<file path="src/rtl/core/bounded_ordered_list_top_macros.svh">
// assertion macros for the bounded ordered list
// used by bounded_ordered_list_top; no other dependencies
`ifndef BOUNDED_ORDERED_LIST_TOP_MACROS_SVH
`define BOUNDED_ORDERED_LIST_TOP_MACROS_SVH
`ifndef ASSERT_OFF
// antecedent implies consequent in the same cycle
`define BOL_ASSERT_IMPLIES(lbl, clk, rst_n, ante, cons, msg) \
    lbl: assert property (@(posedge clk) disable iff (!rst_n) (ante) |-> (cons)) \
        else $error(msg);
// antecedent implies consequent in the following cycle
`define BOL_ASSERT_NEXT(lbl, clk, rst_n, ante, cons, msg) \
    lbl: assert property (@(posedge clk) disable iff (!rst_n) (ante) |=> (cons)) \
        else $error(msg);
// condition never holds
`define BOL_ASSERT_NEVER(lbl, clk, rst_n, expr, msg) \
    lbl: assert property (@(posedge clk) disable iff (!rst_n) !(expr)) \
        else $error(msg);
`else
`define BOL_ASSERT_IMPLIES(lbl, clk, rst_n, ante, cons, msg)
`define BOL_ASSERT_NEXT(lbl, clk, rst_n, ante, cons, msg)
`define BOL_ASSERT_NEVER(lbl, clk, rst_n, expr, msg)
`endif
`endif

</file>
<file path="src/rtl/core/bol_pkg.sv">
// shared types and codes for the bounded ordered list
// no dependencies
package bol_pkg;

    // request kinds
    typedef enum logic [2:0] {
        REQ_HEAD = 3'd0,
        REQ_TAIL = 3'd1,
        REQ_POS  = 3'd2,
        REQ_SORT = 3'd3,
        REQ_READ = 3'd4
    } t_req;

    // result status codes
    typedef enum logic [1:0] {
        STAT_OK       = 2'd0,
        STAT_FULL     = 2'd1,
        STAT_APPENDED = 2'd2,
        STAT_EMPTY    = 2'd3
    } t_status;

    // controller states
    typedef enum logic {
        S_IDLE = 1'b0,
        S_READ = 1'b1
    } t_state;

    // field widths fixed by the interface
    localparam int unsigned REQ_W   = 3;
    localparam int unsigned POS_W   = 5;
    localparam int unsigned DATA_W  = 32;
    localparam int unsigned COUNT_W = 5;

    // command broadcast to every cell
    typedef struct packed {
        logic insert;
        logic rotate;
        t_req kind;
    } t_chain_ctl;

    // per-cell place flags, derived from cell index, fill count and target position
    typedef struct packed {
        logic first;
        logic occupied;
        logic at_tail;
        logic at_pos;
    } t_cell_flags;

endpackage

</file>
<file path="src/rtl/core/bol_cell.sv">
// one cell of the list chain: holds one entry, decides insert point locally
// depends on bol_pkg
module bol_cell #(
    parameter int unsigned VW = 32
) (
    input  logic                   i_clk,
    input  bol_pkg::t_chain_ctl    i_ctl,
    input  bol_pkg::t_cell_flags   i_flags,
    input  logic [VW-1:0]          i_value,
    input  logic [VW-1:0]          i_left,
    input  logic [VW-1:0]          i_right,
    input  logic [VW-1:0]          i_head,
    input  logic                   i_found,
    output logic                   o_found,
    output logic [VW-1:0]          o_value
);

    logic [VW-1:0] r_value;
    logic [VW-1:0] n_value;
    logic          stop;

    // does the new item belong in this cell
    always_comb begin
        unique case (i_ctl.kind)
            bol_pkg::REQ_HEAD: stop = 1'b1;
            bol_pkg::REQ_TAIL: stop = !i_flags.occupied;
            bol_pkg::REQ_POS:  stop = !i_flags.occupied || i_flags.at_pos;
            bol_pkg::REQ_SORT: begin
                if (i_flags.first) begin
                    stop = !i_flags.occupied || ($signed(i_value) < $signed(r_value));
                end else begin
                    stop = !i_flags.occupied || !($signed(r_value) < $signed(i_value));
                end
            end
            default: stop = 1'b0;
        endcase
    end

    // insert point found here or further up the chain
    assign o_found = i_found | stop;

    // shift on insert, rotate on read-out
    always_comb begin
        n_value = r_value;
        if (i_ctl.insert) begin
            if (i_found) begin
                n_value = i_left;
            end else if (stop) begin
                n_value = i_value;
            end
        end else if (i_ctl.rotate) begin
            n_value = i_flags.at_tail ? i_head : i_right;
        end
    end

    always_ff @(posedge i_clk) begin
        r_value <= n_value;
    end

    assign o_value = r_value;

endmodule

</file>
<file path="src/rtl/core/bol_chain.sv">
// row of list cells with the insert-point ripple between neighbours
// depends on bol_pkg and bol_cell
module bol_chain #(
    parameter int unsigned DEPTH = 16,
    parameter int unsigned VW    = 32,
    parameter int unsigned CW    = $clog2(DEPTH + 1)
) (
    input  logic                      i_clk,
    input  bol_pkg::t_chain_ctl       i_ctl,
    input  logic [CW-1:0]             i_count,
    input  logic [bol_pkg::POS_W-1:0] i_pos_idx,
    input  logic [VW-1:0]             i_value,
    output logic [VW-1:0]             o_head
);

    logic [VW-1:0] val [DEPTH];
    logic [DEPTH:0] found;

    assign found[0] = 1'b0;
    assign o_head   = val[0];

    for (genvar g = 0; g < DEPTH; g++) begin : g_cell
        bol_pkg::t_cell_flags flags;
        logic [VW-1:0] left;
        logic [VW-1:0] right;

        // place of this cell relative to fill count and target position
        assign flags.first    = (g == 0);
        assign flags.occupied = (g < int'(i_count));
        assign flags.at_tail  = ((g + 1) == int'(i_count));
        assign flags.at_pos   = (g == int'(i_pos_idx));

        if (g == 0) begin : g_left_first
            assign left = i_value;
        end else begin : g_left_mid
            assign left = val[g-1];
        end

        if (g == DEPTH - 1) begin : g_right_last
            assign right = val[0];
        end else begin : g_right_mid
            assign right = val[g+1];
        end

        bol_cell #(
            .VW (VW)
        ) u_cell (
            .i_clk   (i_clk),
            .i_ctl   (i_ctl),
            .i_flags (flags),
            .i_value (i_value),
            .i_left  (left),
            .i_right (right),
            .i_head  (val[0]),
            .i_found (found[g]),
            .o_found (found[g+1]),
            .o_value (val[g])
        );
    end

endmodule

</file>
<file path="src/rtl/core/bounded_ordered_list_top.sv">
// Bounded ordered list: an accepted insert is written into the cell chain; its result is registered for the next cycle.
// Throughput: one insert item per cycle while no read-out runs and the result side is not stalled.
// A read holds off input while the chain rotates its entries past the head cell, giving one element
// per cycle while the result side is not stalled; an empty read answers at once.
// Reset (synchronous, active low) clears the fill count, controller and output valid;
// stored entries are left undefined and are only ever read below the fill count.
`include "bounded_ordered_list_top_macros.svh"
module bounded_ordered_list_top #(
    parameter int unsigned DEPTH       = 16,
    parameter int unsigned VALUE_WIDTH = 32
) (
    input  logic                          i_clk,
    input  logic                          i_rst_n,
    input  logic                          i_in_valid,
    output logic                          o_in_stall,
    input  logic [bol_pkg::REQ_W-1:0]     i_req_type,
    input  logic [bol_pkg::POS_W-1:0]     i_position,
    input  logic signed [bol_pkg::DATA_W-1:0] i_item_value,
    output logic                          o_out_valid,
    input  logic                          i_out_stall,
    output logic [1:0]                    o_status,
    output logic signed [bol_pkg::DATA_W-1:0] o_read_value,
    output logic [bol_pkg::COUNT_W-1:0]   o_element_count,
    output logic                          o_last_result
);

    localparam int unsigned CW = $clog2(DEPTH + 1);

    bol_pkg::t_state     r_state;
    bol_pkg::t_state     n_state;
    logic [CW-1:0]       r_count;
    logic [CW-1:0]       n_count;
    logic [CW-1:0]       r_rd_left;
    logic [CW-1:0]       n_rd_left;

    logic                r_out_valid;
    bol_pkg::t_status    r_status;
    logic [bol_pkg::DATA_W-1:0] r_read_value;
    logic [CW-1:0]       r_count_out;
    logic                r_last;

    logic                adv;
    logic                accept;
    logic                full;
    logic                pos_past;
    logic [bol_pkg::POS_W-1:0] pos_idx;
    logic [63:0]         in_wide;
    logic [VALUE_WIDTH-1:0] new_val;
    logic [VALUE_WIDTH-1:0] head;
    logic [63:0]         head_wide;

    bol_pkg::t_chain_ctl ctl;
    logic                emit;
    logic                load_rd;
    logic                dec_rd;
    bol_pkg::t_status    res_status;
    logic [bol_pkg::DATA_W-1:0] res_value;
    logic                res_last;

    // handshake: a slot is free when the output register is empty or draining
    assign adv        = !r_out_valid || !i_out_stall;
    assign accept     = i_in_valid && i_rst_n && (r_state == bol_pkg::S_IDLE) && adv;
    assign o_in_stall = !(i_rst_n && (r_state == bol_pkg::S_IDLE) && adv);

    // operand preparation
    assign in_wide   = {32'd0, i_item_value};
    assign new_val   = in_wide[VALUE_WIDTH-1:0];
    assign head_wide = 64'(head);
    assign full      = (r_count == CW'(DEPTH));
    assign pos_idx   = (i_position == '0) ? '0 : (i_position - bol_pkg::POS_W'(1));
    assign pos_past  = (int'(pos_idx) > int'(r_count));

    // next state
    always_comb begin
        n_state = r_state;
        unique case (r_state)
            bol_pkg::S_IDLE: begin
                if (accept && (i_req_type == bol_pkg::REQ_READ) && (r_count != '0)) begin
                    n_state = bol_pkg::S_READ;
                end
            end
            bol_pkg::S_READ: begin
                if (adv && (r_rd_left == CW'(1))) begin
                    n_state = bol_pkg::S_IDLE;
                end
            end
            default: n_state = bol_pkg::S_IDLE;
        endcase
    end

    // controller outputs
    always_comb begin
        ctl.insert = 1'b0;
        ctl.rotate = 1'b0;
        ctl.kind   = bol_pkg::t_req'(i_req_type);
        emit       = 1'b0;
        load_rd    = 1'b0;
        dec_rd     = 1'b0;
        n_count    = r_count;
        res_status = bol_pkg::STAT_OK;
        res_value  = '0;
        res_last   = 1'b1;
        unique case (r_state)
            bol_pkg::S_IDLE: begin
                if (accept) begin
                    unique case (i_req_type)
                        bol_pkg::REQ_READ: begin
                            if (r_count == '0) begin
                                emit       = 1'b1;
                                res_status = bol_pkg::STAT_EMPTY;
                            end else begin
                                load_rd = 1'b1;
                            end
                        end
                        bol_pkg::REQ_HEAD, bol_pkg::REQ_TAIL,
                        bol_pkg::REQ_POS, bol_pkg::REQ_SORT: begin
                            emit = 1'b1;
                            if (full) begin
                                res_status = bol_pkg::STAT_FULL;
                            end else begin
                                ctl.insert = 1'b1;
                                n_count    = r_count + CW'(1);
                                if ((i_req_type == bol_pkg::REQ_POS) && pos_past) begin
                                    res_status = bol_pkg::STAT_APPENDED;
                                end
                            end
                        end
                        default: emit = 1'b1;
                    endcase
                end
            end
            bol_pkg::S_READ: begin
                if (adv) begin
                    emit       = 1'b1;
                    ctl.rotate = 1'b1;
                    dec_rd     = 1'b1;
                    res_value  = head_wide[bol_pkg::DATA_W-1:0];
                    res_last   = (r_rd_left == CW'(1));
                end
            end
            default: emit = 1'b0;
        endcase
    end

    // read-out counter
    always_comb begin
        n_rd_left = r_rd_left;
        if (load_rd) begin
            n_rd_left = r_count;
        end else if (dec_rd) begin
            n_rd_left = r_rd_left - CW'(1);
        end
    end

    // control registers
    always_ff @(posedge i_clk) begin
        if (!i_rst_n) begin
            r_state     <= bol_pkg::S_IDLE;
            r_count     <= '0;
            r_rd_left   <= '0;
            r_out_valid <= 1'b0;
        end else begin
            r_state   <= n_state;
            r_count   <= n_count;
            r_rd_left <= n_rd_left;
            if (adv) begin
                r_out_valid <= emit;
            end
        end
    end

    // result payload register
    always_ff @(posedge i_clk) begin
        if (adv && emit) begin
            r_status     <= res_status;
            r_read_value <= res_value;
            r_count_out  <= n_count;
            r_last       <= res_last;
        end
    end

    // cell chain
    bol_chain #(
        .DEPTH (DEPTH),
        .VW    (VALUE_WIDTH),
        .CW    (CW)
    ) u_chain (
        .i_clk     (i_clk),
        .i_ctl     (ctl),
        .i_count   (r_count),
        .i_pos_idx (pos_idx),
        .i_value   (new_val),
        .o_head    (head)
    );

    assign o_out_valid     = r_out_valid;
    assign o_status        = r_status;
    assign o_read_value    = r_read_value;
    assign o_element_count = bol_pkg::COUNT_W'(r_count_out);
    assign o_last_result   = r_last;

    // checks
    `BOL_ASSERT_NEVER(a_count_bound, i_clk, i_rst_n, int'(r_count) > DEPTH, "fill count above depth")
    `BOL_ASSERT_NEXT(a_insert_count, i_clk, i_rst_n, ctl.insert, r_count == $past(r_count) + CW'(1), "insert did not grow list")
    `BOL_ASSERT_NEXT(a_read_start, i_clk, i_rst_n, load_rd, (r_state == bol_pkg::S_READ) && (r_rd_left == $past(r_count)), "read-out did not start")
    `BOL_ASSERT_NEXT(a_read_end, i_clk, i_rst_n, dec_rd && res_last, (r_state == bol_pkg::S_IDLE) && o_out_valid && o_last_result, "read-out did not finish on last item")

endmodule
</file>
<file path="config.mk">
export PLATFORM = sky130hd
export DESIGN_NAME = bounded_ordered_list_top
export DESIGN_NICKNAME = d
export VERILOG_FILES = /design/src/rtl/core/bol_pkg.sv /design/src/rtl/core/bol_cell.sv /design/src/rtl/core/bol_chain.sv /design/src/rtl/core/bounded_ordered_list_top.sv
export VERILOG_INCLUDE_DIRS = /design/src /design/src/rtl/core
export SDC_FILE = /design/constraint.sdc
export NUM_CORES = 2
export LEC_CHECK = 0
export ABC_CLOCK_PERIOD_IN_PS = 13310
export BUFFER_PORTS_ARGS = -buffer_cell sky130_fd_sc_hd__buf_2
export CORE_MARGIN = 8
export CORE_UTILIZATION = 57
export CTS_CLUSTER_SIZE = 24
export DETAILED_ROUTE_END_ITERATION = 8
export GPL_ROUTABILITY_DRIVEN = 0
export MAX_ROUTING_LAYER = met4
export PLACE_DENSITY = 0.73
export SYNTH_ARGS = -nofsm -noshare
export SYNTH_HDL_FRONTEND = slang
export SYNTH_SLANG_ARGS = --single-unit
</file>
<file path="constraint.sdc">
create_clock -name i_clk -period 13.31 [get_ports i_clk]
set_clock_uncertainty 0.15 [all_clocks]
set_input_delay 1.9965 -clock i_clk [delete_from_list [all_inputs] [get_ports i_clk]]
set_output_delay 1.9965 -clock i_clk [all_outputs]
set_load 0.01 [all_outputs]
</file>
### After elaboration in Yosys (flattened, before gate mapping)

Index checks and enable logic that the tools add are counted.

| word-level totals | value |
|---|---|
| flip-flop bits (word level) | 564 |
| input bits | 44 |
| output and inout bits | 42 |
| word-level logic and storage cells | 354 |

| cells by class | value |
|---|---|
| $add $sub $neg | 3 |
| $lt $le $gt $ge | 33 |
| equal/unequal tests | 53 |
| multiplexer cells | 122 |
| bitwise logic cells | 16 |
| reduce and logical (&&, ||, !) cells | 103 |

Operator list:

| kind | number |
|---|---|
| $mux W32 | 78 |
| $lt A32 B32 Y1 | 16 |
| $eq A5 B5 Y1 const A | 16 |
| $pmux W1 S4 | 16 |
| $ne A3 B1 Y1 const B | 15 |
| $eq A4 B5 Y1 const A | 8 |
| $lt A4 B5 Y1 const A | 8 |
| $mux W5 | 7 |
| $logic_not A1 Y1 | 34 |
| $logic_or A1 B1 Y1 | 33 |
| $reduce_and A2 Y1 | 16 |
| $eq A3 B5 Y1 const A | 4 |
| $lt A3 B5 Y1 const A | 4 |
| $logic_not A5 Y1 | 3 |
| $mux W1 | 15 |
| $or A1 B1 Y1 | 14 |
| $eq A2 B5 Y1 const A | 2 |
| $logic_and A1 B1 Y1 | 10 |
| $lt A1 B5 Y1 const A | 2 |
| $lt A2 B5 Y1 const A | 2 |
| $sub A5 B1 Y5 const B | 2 |
| $eq A3 B2 Y1 const B | 2 |
| $mux W2 | 3 |
| $add A5 B1 Y5 const B | 1 |
| other kinds (16) | 19 |

### Depth between registers and ports, before layout

| depth | value |
|---|---|
| depth in word-level cells | 21 |
| mapped depth | 17 |
| gate-level depth less buffers | 12 |

### Cells and area by module

Synthesis repeated with hierarchy kept, for this count alone.

| unflattened totals | value |
|---|---|
| cell total of the unflattened synthesis | 5104 |
| area, all modules | 48729.2 µm² |

Modules (own cells, without submodules):

| module | instances | cells each | area each (µm²) | seq. area each (µm²) |
|---|---|---|---|---|
| bol_cell | 16 | 301 | 2861.5 | 960.9 |
| bounded_ordered_list_top | 1 | 205 | 2473.6 | 1441.4 |
| bol_chain | 1 | 83 | 471.7 | 0.0 |

### Worst setup path after synthesis

OpenSTA, ideal clock, no wires.

| timing | value |
|---|---|
| kind | input to register |
| start point | in i_item_value[15] in the netlist's numbering |
| end point | reg u_chain.g_cell[5].u_cell.r_value[0] (enable) |
| library setup time | 0.466 ns |
| arrival time | 7.071 ns |
| required time | 12.694 ns |
| setup slack | 5.623 ns |
| stages | 14 |
| path buffers | 4 |
| path through | clkbuf_1 > inv_1 > ha_1 > a2111oi_0 > o221ai_1 > a31oi_1 > o21ai_0 > nor2b_1 > o31a_1 > clkbuf_1 > and3_1 > buf_2 > buf_2 > o21ai_0 |

| between the ends | value |
|---|---|
| longest elaborated chain between the ends | 10 |
| elaborated cells between the ends (all ways) | 29 |
| classes of those cells | order compare: 6; eq/ne: 1; mux: 6; bitwise: 4; reduce/logical: 12 |

Ends and longest elaborated chain:

| element | line | text |
|---|---|---|
| start, declared | bounded_ordered_list_top.sv:18 | `input logic signed [bol_pkg::DATA_W-1:0] i_item_value,` |
| $lt A32 B32 Y1 | bol_cell.sv:32 | `stop = !i_flags.occupied \|\| !($signed(r_value) < $signed(i_value));` |
| $logic_not A1 Y1 | bol_cell.sv:32 |  |
| $logic_or A1 B1 Y1 | bol_cell.sv:32 |  |
| $pmux W1 S4 | bol_cell.sv:24 | `unique case (i_ctl.kind)` |
| $or A1 B1 Y1 (4 in series) | bol_cell.sv:40 | `assign o_found = i_found \| stop;` |
| $ne A3 B1 Y1 (no line) * | - |  |
| $reduce_and A2 Y1 (no line) * | - |  |
| end signal, assigned | bol_cell.sv:57 | `r_value <= n_value;` |
| end, declared | bol_cell.sv:18 | `logic [VW-1:0] r_value;` |

Mark *: on every way between the ends. The rest lies on a longest branch, timed or not.
A chain may end at the register's enable or synchronous reset.

### Worst setup path in the final report

| timing | value |
|---|---|
| start point | in i_item_value[28] in the netlist's numbering |
| end point | reg u_chain.g_cell[13].u_cell.r_value[3] (enable) |

| between the ends | value |
|---|---|
| longest elaborated chain between the ends | 18 |
| elaborated cells between the ends (all ways) | 69 |
| classes of those cells | order compare: 14; eq/ne: 1; mux: 14; bitwise: 12; reduce/logical: 28 |

Ends and longest elaborated chain:

| element | line |
|---|---|
| $lt A32 B32 Y1 | bol_cell.sv:32 |
| $logic_not A1 Y1 | bol_cell.sv:32 |
| $logic_or A1 B1 Y1 | bol_cell.sv:32 |
| $pmux W1 S4 | bol_cell.sv:24 |
| $or A1 B1 Y1 (12 in series) | bol_cell.sv:40 |
| $ne A3 B1 Y1 (no line) * | - |
| $reduce_and A2 Y1 (no line) * | - |
| end signal, assigned | bol_cell.sv:57 |
| end, declared | bol_cell.sv:18 |

Marked as above.

==> flow_summary.yaml <==
run_status:
  outcome: "finished with violations"
  violations: "DRC, capacitance limit, slew limit"
power_and_ir_drop:
  intPower_mw: 3.42
  p_switching_mw: 1.45
  powerDensity_nw_per_um2: 102
  switching_share: 0.298
  total_power_mw: 4.88
  p_seq_frac: 0.434
  power_frac_comb: 0.168
  irDropWorstVdd_v: 0.000101
  power_frac_clock: 0.398
  p_leak_nw: 18.1
floorplan:
  ioPinCount: 86
  initial_core_util: 0.576
  rows: 102
  dieArea_um2: 87700
  die_x_um: 296
  die_h_um: 296
  core_um2: 77600
layout:
  area_delta_synth_final_pct: 6.74
  seqCellArea_um2: 16800
  multi_input_area_um2: 26000
  fillers: 6508
  finalInstanceArea_um2: 47700
  drive_gt1_frac: 0.0795
  final_common_cell: "edfxtp_1"
  finalNetCount: 5027
  final_cell_mix: "edfxtp_1 (552), ha_1 (510), a21oi_1 (454)"
place:
  port-buffer-count: 85
  dpl-instance-area_um2: 45500
  pre_cts_ws_ps: 4380
  hpwl_mm: 122
yosys:
  synthMuxAreaShare: 0.0598
  synthAdderAreaFrac: 0.143
  synth_edf_count: 552
  synth_top_family_by_area: "compound AO/OA/AOI/OAI gates"
  synthCells: 4653
  seq_area_frac_synth: 0.376
  async_flop_share: 0
  synth_xor_area_frac: 0.000588
  ys_types: 80
  synth_area_um2: 44700
  syn_nets: 5208
  ys_seq_elements: 564
  synth-compound-area-share: 0.245
  avgSynthCellArea_um2: 9.61
  synth-main-ff-cell: "edfxtp_1"
  synth-simple-area-share: 0.126
  yosys_warnings: 0
global_routing:
  grt_pass1_vias: 38900
  antenna_found_initial: 10
  grt_pass1_wl_mm: 258
  grt_usage: 0.407
  grt-ovfl-total: 0
  grt_max_degree: 198
drt:
  route.detailed.drc: 1
  vias_per_cell: 7.56
  wl_per_cell_um: 32.3
  drt_wl_total_mm: 180
  dr.pass1.iters: 9
  via_count: 42100
  drtAntennaViolNets: 0
  drtIter0Drc: 6745
clock_tree:
  clkLatencyLatePin_ps: 640
  post-cts-setup-buffers: 0
  tritoncts: "built"
  ctsHoldBuffers: 0
  htree_levels: 3
  numCtsBuffers: 68
  cts.clk_slew.worst_paths_ps: 60
  cts_max_path_buffers: 3
  cts_sinks: 564
  root_buffer: "clkbuf_16"
  cts.repair.resized: 0
sta:
  fin_crit_sh: 0.670
  layout_min_cycle_time_ps: 8920
  setup_tns_ps: 0
  slew_headroom: -0.0236
  drv_slew: 3
  worst_slack_ps: 4390
  final-setup-viol-count: 0
  max_freq_mhz: 112
  tightest_slew_ps: 1520
  hold_viol: 0
  rsz0062_at_grt: "no"
setup_path:
  endpoint_kind: "flip-flop"
  critPathMaxFanout: 53
  crit_required_ps: 13380
  arrival_ps: 8990
  critPathLaunchType: "primary input"
  crit_type: "primary input to flip-flop"
job:
  drv_cap: 1
hold_path:
  hp-class: "flip-flop to flip-flop"
worst max-delay path, cell delays in order:
cell and delay, ps:
buf_2 350, inv_1 440, ha_1 450, nand4_1 190
nor4_1 1280, nand3_1 200, o21ai_0 800, nor2b_1 220
o31a_1 490, nand3_2 530, buf_4 530, nor3_4 610
buf_4 450, o21ai_4 390
kinds of logic after synthesis:
| logic type | Yosys count |
|---|---|
| flops | 564 |
| compound gates | 1668 |
| simple gates | 1129 |
| fa+ha+maj | 512 |
| xor+xnor | 3 |
| mux | 267 |
| buf+inv | 510 |
power groups by stage:
stage               registers [mW]  clock network (mW)  logic [mW]
floorplan                     2.11                   0       0.525
global placement              2.15                   0       0.752
detailed placement            2.15                   0       0.771
CTS                           2.11                1.94       0.776
global route                  2.12                1.99       0.867
finish                        2.12                1.94       0.818
sequential cells by signal, indices dropped and copies added (netlist names):
name / flops
o_status: 2
r_count: 5
r_state: 1
o_element_count: 5
u_chain.g_cell.u_cell.o_value: 512
o_out_valid: 1
r_rd_left: 5
o_read_value: 32
o_last_result: 1
path summary, 6_finish.rpt:
path / depth (start not counted) / endpoint / slack [ps] / startpoint
max: 14 / u_chain.g_cell[13].u_cell.o_value[3]$_DFFE_PP_ / 4390 / i_item_value[28]
min: 2 / r_rd_left[4]$_SDFFE_PN0P_ / 330 / r_rd_left[4]$_SDFFE_PN0P_
max reg2reg: 14 / u_chain.g_cell[13].u_cell.o_value[0]$_DFFE_PP_ / 5540 / u_chain.g_cell[0].u_cell.o_value[31]$_DFFE_PP_
min reg2reg: 2 / r_rd_left[4]$_SDFFE_PN0P_ / 330 / r_rd_left[4]$_SDFFE_PN0P_
cells in the mapped netlist (9+ instances only):
library cell  number  area, µm²
o21ai_0          244       1220
edfxtp_1         552      16600
o21a_1            22        165
ha_1             511       6390
buf_2             65        325
a211oi_1         350       2630
mux2i_1          266       2660
a21oi_1          455       2280
a2111oi_0          9       78.8
clkbuf_1         305       1140
nand4_1           71        444
nand3_1           69        345
a211oi_2          36        450
nor3_1            27        135
a21o_1            35        263
o211ai_1          19        143
buf_6             20        225
nor2_1           266        998
a31oi_1          181       1130
dfxtp_1           12        240
a221oi_1         141       1230
nand2_1          307       1150
and3_1            54        338
nand2b_1          15       93.8
and4_1            11       96.3
buf_1             10       37.5
and2_1            15       93.8
nor2b_1          238       1490
a22oi_1           67        503
o21ai_1            9       45.0
o22ai_1           36        225
inv_1            101        379
per-stage QoR:
stage,cells,hold slack (ps),utilization
after floorplan,4653,301,-
after global placement,5442,316,0.586
after detailed placement,5442,327,0.586
after CTS,5566,334,0.615
after global routing,5573,379,0.615
final,5574,328,0.615
final cells by class:
type                       count  share of cell area
clock buffer                  86              0.0386
tap                         1040              0.0273
antenna                        8            0.000419
clock inverter                38             0.00813
inverter                     102             0.00802
timing repair buffer         157              0.0208
sequential                   564               0.352
multi-input combinational   3579               0.544
per-layer routing:
metal	global-route usage	vias up	share of wire	wire, µm
li1	-	17800	-	-
met5	-	-	0	0
met3	0.127	1038	0.15	26400
met1	0.485	19600	0.35	62100
met4	0.287	0	0.093	16800
met2	0.584	3777	0.42	74800
Power figures use the tool's default switching activity.
